[src/rtl/byte_ring_fifo_overflow_policy_macros.svh]
// assertion macros used by the byte ring fifo datapath
`ifndef BYTE_RING_FIFO_OVERFLOW_POLICY_MACROS_SVH
`define BYTE_RING_FIFO_OVERFLOW_POLICY_MACROS_SVH

// same-cycle implication, disabled while reset is asserted
`define BRFOP_ASSERT_IMP(lbl, clk, rst_n, ante, cons, msg) \
  lbl: assert property (@(posedge clk) disable iff (!rst_n) (ante) |-> (cons)) \
    else $error(msg);

// next-cycle implication, disabled while reset is asserted
`define BRFOP_ASSERT_NXT(lbl, clk, rst_n, ante, cons, msg) \
  lbl: assert property (@(posedge clk) disable iff (!rst_n) (ante) |=> (cons)) \
    else $error(msg);

`endif

[src/rtl/brfop_pkg.sv]
// shared constants, codes and controller/datapath interface types
`timescale 1ns / 1ps
package brfop_pkg;

  localparam int unsigned FIFO_DEPTH     = 1024;
  localparam int unsigned DROP_CAP       = 512;
  localparam int unsigned READ_BURST_MAX = 64;

  localparam int unsigned PTR_W     = $clog2(FIFO_DEPTH);
  localparam int unsigned PTRX_W    = PTR_W + 1;
  localparam int unsigned BYTE_W    = 8;
  localparam int unsigned LEN_W     = 11;
  localparam int unsigned LIMIT_W   = 7;
  localparam int unsigned LEVEL_W   = 10;
  localparam int unsigned CTR_W     = 32;
  localparam int unsigned CFG_IDX_W = 2;
  localparam int unsigned CFG_DATA_W = LEVEL_W;
  localparam int unsigned BURST_W   = $clog2(READ_BURST_MAX + 1);
  localparam int unsigned CALC_W    = ((PTRX_W > LEN_W) ? PTRX_W : LEN_W) + 1;

  // drop amount never exceeds the committed count, so cap it below the depth
  localparam int unsigned DROP_LIM  = (DROP_CAP < FIFO_DEPTH) ? DROP_CAP : FIFO_DEPTH - 1;

  localparam logic [CFG_IDX_W-1:0] CFG_POLICY = CFG_IDX_W'(0);
  localparam logic [CFG_IDX_W-1:0] CFG_WARN   = CFG_IDX_W'(1);

  localparam logic [LEVEL_W-1:0] WARN_RESET = LEVEL_W'(768);

  typedef enum logic [1:0] {
    FUNC_WRITE = 2'd0,
    FUNC_READ  = 2'd1,
    FUNC_CLEAR = 2'd2,
    FUNC_QUERY = 2'd3
  } func_e;

  typedef enum logic [1:0] {
    STAT_OK   = 2'd0,
    STAT_WARN = 2'd1,
    STAT_OVF  = 2'd2
  } status_e;

  typedef struct packed {
    logic ld_item;
    logic eval;
    logic wdata;
    logic rsetup;
    logic rstream;
    logic clear;
  } dp_cmd_t;

  typedef struct packed {
    func_e func;
    logic  burst_zero;
    logic  burst_last;
  } dp_stat_t;

endpackage

[src/rtl/brfop_ctrl.sv]
// sequencing state machine for the byte ring fifo
`timescale 1ns / 1ps
module brfop_ctrl (
  input  logic                clk_i,
  input  logic                rst_ni,
  input  logic                start_i,
  input  brfop_pkg::dp_stat_t stat_i,
  output brfop_pkg::dp_cmd_t  cmd_o,
  output logic                busy_o,
  output logic                res_valid_o,
  output logic                res_last_o,
  output logic                byte_valid_o
);
  import brfop_pkg::*;

  typedef enum logic [4:0] {
    S_IDLE    = 5'b00001,
    S_EXEC    = 5'b00010,
    S_WDATA   = 5'b00100,
    S_RSTREAM = 5'b01000,
    S_EMIT    = 5'b10000
  } state_e;

  state_e state_q, state_d;
  logic   accept;

  assign accept = start_i && (state_q == S_IDLE);

  always_comb begin
    state_d = state_q;
    case (state_q)
      S_IDLE: begin
        if (accept) state_d = S_EXEC;
      end
      S_EXEC: begin
        case (stat_i.func)
          FUNC_WRITE: state_d = S_WDATA;
          FUNC_READ:  state_d = stat_i.burst_zero ? S_EMIT : S_RSTREAM;
          default:    state_d = S_EMIT;
        endcase
      end
      S_WDATA:   state_d = S_EMIT;
      S_RSTREAM: begin
        if (stat_i.burst_last) state_d = S_IDLE;
      end
      S_EMIT:    state_d = S_IDLE;
      default:   state_d = S_IDLE;
    endcase
  end

  always_ff @(posedge clk_i or negedge rst_ni) begin
    if (!rst_ni) begin
      state_q <= S_IDLE;
    end else begin
      state_q <= state_d;
    end
  end

  always_comb begin
    cmd_o         = '0;
    cmd_o.ld_item = accept;
    cmd_o.eval    = (state_q == S_EXEC) && (stat_i.func == FUNC_WRITE);
    cmd_o.rsetup  = (state_q == S_EXEC) && (stat_i.func == FUNC_READ);
    cmd_o.clear   = (state_q == S_EXEC) && (stat_i.func == FUNC_CLEAR);
    cmd_o.wdata   = (state_q == S_WDATA);
    cmd_o.rstream = (state_q == S_RSTREAM);
  end

  assign busy_o       = (state_q != S_IDLE);
  assign res_valid_o  = (state_q == S_EMIT) || (state_q == S_RSTREAM);
  assign res_last_o   = (state_q == S_EMIT) || stat_i.burst_last;
  assign byte_valid_o = (state_q == S_RSTREAM);

endmodule

[config.mk]
export PLATFORM = sky130hd
export DESIGN_NAME = brfop_ctrl
export DESIGN_NICKNAME = d
export VERILOG_FILES = /design/src/rtl/byte_ring_fifo_overflow_policy_macros.svh /design/src/rtl/brfop_pkg.sv /design/src/rtl/brfop_ctrl.sv
export SDC_FILE = /design/constraint.sdc
export NUM_CORES = 1
export LEC_CHECK = 0
export ABC_CLOCK_PERIOD_IN_PS = 3600
export BUFFER_PORTS_ARGS = -buffer_cell sky130_fd_sc_hd__buf_2
export CORE_AREA = 2 2 39 41
export CTS_CLUSTER_DIAMETER = 30
export DETAILED_ROUTE_END_ITERATION = 16
export DIE_AREA = 0 0 41 43
export PLACE_DENSITY = 0.53
export SLEW_MARGIN = 20
export SYNTH_ARGS = -nofsm -noshare
export SYNTH_HDL_FRONTEND = slang
export SYNTH_SLANG_ARGS = --single-unit
[constraint.sdc]
create_clock -name clk_i -period 3.6 [get_ports clk_i]
set_clock_uncertainty 0.05 [all_clocks]
set_input_delay 0.54 -clock clk_i [delete_from_list [all_inputs] [get_ports clk_i]]
set_output_delay 0.54 -clock clk_i [all_outputs]
set_load 0.05 [all_outputs]
==> flow_summary.ini <==
[cts]
clockBufferDepth = 2
postCtsHoldBufs = 0
clock-sinks = 5
cts_tree = done
post_cts_buffers = 0
clk_pin_slew_ns = 0.04
clockRootBuffer = clkbuf_4
cts_resized = 0
cts_buffers = 3
clock_latency_ns = 0.24
htreeDepth = 1

[final_layout]
area_growth_syn_to_layout_pct = 32.7
fin_area_sq_um = 452
fillers = 148
diodes = 0
drive_above_1_share_pct = 47.2
top_register = state_q
largest_reg_flops = 5
fin_nets = 61
reg_top3 = state_q x5
final_cells = 69

[die]
start_util_pct = 24.6
fp.dieArea_sq_mm = 0.00176
ioPinCount = 17
rows = 14
core-area_sq_mm = 0.00138
die_h_um = 43
die-width_um = 41

[timing]
min_period_ns = 2.10
rsz0062_at_grt = false
drv_slew = 0
setup_viol = 0
slew_headroom_pct = 80.5
fmax_ghz = 0.476
fin_tns_setup_ns = 0
worst_pin_slew_ns = 0.291
post-route-period-util_pct = 58.3
finalHoldViolations = 0

[worst_setup_path]
path_class = register to primary output
arrival_ns = 1.51
crit_chain = nor3_1 > and4b_1 > buf_2
endpoint_kind = primary output
worstPathMaxFanout = 7
slowest_delay_ns = 0.43
reg2reg_slack_ns = 2.39
slowest_stage = dfrtp_1
worstPathBufferInverterCount = 1
crit_family = simple AND/OR/NAND/NOR gates
critical_path_required_ns = 3.01
start_kind = register

[global_route]
grt_antenna_before_repair = 0
track_usage_pct = 10.6
top_usage_layer = met1
grt_pass1_vias = 268
grt_pass1_wl_um = 1210
use_met3_pct = 7.85
grt_max_degree = 10
grt-ovfl-total = 0
met2_usage_pct = 13.1
grt_util_met1_pct = 13.7

[placement]
place_congestion = 0.658
port_buffers = 16
placed_cells = 65
detailed_place_hpwl_um = 574
dpl_cell_area_sq_um = 425

[yosys]
synth-seq-area-share_pct = 37.1
synth_cells = 35
yosys_warnings = 0
syn_avg_cell_area_sq_um = 9.72
synth.distinct_cells = 24
syn_nets = 42
syn_area_sq_um = 340
synth-seq-cells = 5

[pwr]
p_leak_nw = 0.211
powerDensity_mw_per_mm2 = 638
ir_worst_vdd_mv = 0.247

[routing]
drc = 0
drt-pass1-iter-count = 4
routed_wl_um = 736
antenna_left = 0
viasPerCell = 4.88
wl_per_cell_um = 10.7
via_count = 337
drt_iter0_markers = 4

[flow_run]
drv_cap = 0

[status]
status = finished clean

[min_path]
hold_class = input pin to async pin
-- final timing paths --
path                            cells after the start                     end                    from
worst max-delay path                                3                cmd_o[5]  state_q[2]$_DFFE_PN0P_
max in group asynchronous                           1  state_q[0]$_DFFE_PN1P_                  rst_ni
worst min-delay path                                1  state_q[1]$_DFFE_PN0P_                  rst_ni
min in group clk_i                                  2  state_q[2]$_DFFE_PN0P_               stat_i[3]
worst max register to register                      3  state_q[3]$_DFFE_PN0P_  state_q[0]$_DFFE_PN1P_
worst min register to register                      1  state_q[1]$_DFFE_PN0P_  state_q[0]$_DFFE_PN1P_
-- routing by layer --
layer / routed length, um / vias to the layer above / share of wire, %
met4: 0 / 0 / 0
met2: 309 / 19 / 42
li1: - / 171 / -
met1: 326 / 147 / 44
met5: 0 / - / 0
met3: 100 / 0 / 14
-- Yosys cell counts (all sizes together) --
cell,number,share of area (%)
nand2b,1,1.8
and4b,2,5.9
nor3,3,4.4
o21ai,1,1.5
a21oi,1,1.5
nor4,2,5.5
or3b,1,2.6
o21bai,1,2.2
o2bb2ai,1,2.6
a31o,1,2.6
nor3b,2,5.9
xnor2,1,2.6
and4bb,1,3.7
buf,2,4.4
inv,1,1.1
dfrtp,4,29
a31oi,1,1.8
nand3,1,2.9
dfstp,1,7.7
nand2,1,1.1
nand3b,2,4.4
nor2,4,4.4
-- cell usage in the layout, fill, tap and decap left out, types with 2 or more instances in the layout --
| master | n |
|---|---|
| nor2_1 | 4 |
| and4b_1 | 2 |
| nand3b_1 | 2 |
| nor3_1 | 3 |
| buf_2 | 16 |
| dfrtp_1 | 4 |
| clkbuf_4 | 3 |
-- power by group --
part / switching, W / internal [W] / leakage, nW / total [W]
clock network: 0.0000229 / 0.0000419 / 0.0150 / 0.0000648
registers: 0.0000250 / 0.0000722 / 0.0651 / 0.0000972
logic: 0.0000880 / 0.0000384 / 0.131 / 0.000126
total: 0.000136 / 0.000152 / 0.211 / 0.000288
-- through the flow --
stage / utilization, % / worst slack (ns) / hold slack (ns) / power [W]
5_1_grt: 32.6 / 1.36 / 0.0458 / 0.000311
6_report: 32.6 / 1.50 / 0.0504 / 0.000288
3_3_place_gp: 30.7 / 1.75 / 0.308 / 0.000224
3_5_place_dp: 30.7 / 1.74 / 0.308 / 0.000224
4_1_cts: 32.6 / 1.48 / 0.0412 / 0.000294
2_1_floorplan: - / 1.01 / 0.194 / 0.000198
-- cell families (layout without fill, tap and decap cells) --
group / Yosys count / in the layout / share of synthesized area (%)
AOI/OAI and AO/OA: 6 / 6 / 12.1
xor gates and xnor gates: 1 / 1 / 2.57
buffers and inverters: 3 / 21 / 5.51
and+or+nand+nor: 20 / 20 / 42.6
DFF: 5 / 5 / 37.1
-- final cells by class --
class                      instances  area (sq um)  share of cell area [%]
multi-input combinational         27           195                    43.2
sequential                         5           126                    28.0
timing repair buffer              16          80.1                    17.7
clock buffer                       4          26.3                    5.82
tap                               16          20.0                    4.43
inverter                           1          3.75                   0.831
(Power assumes the default switching activity.)
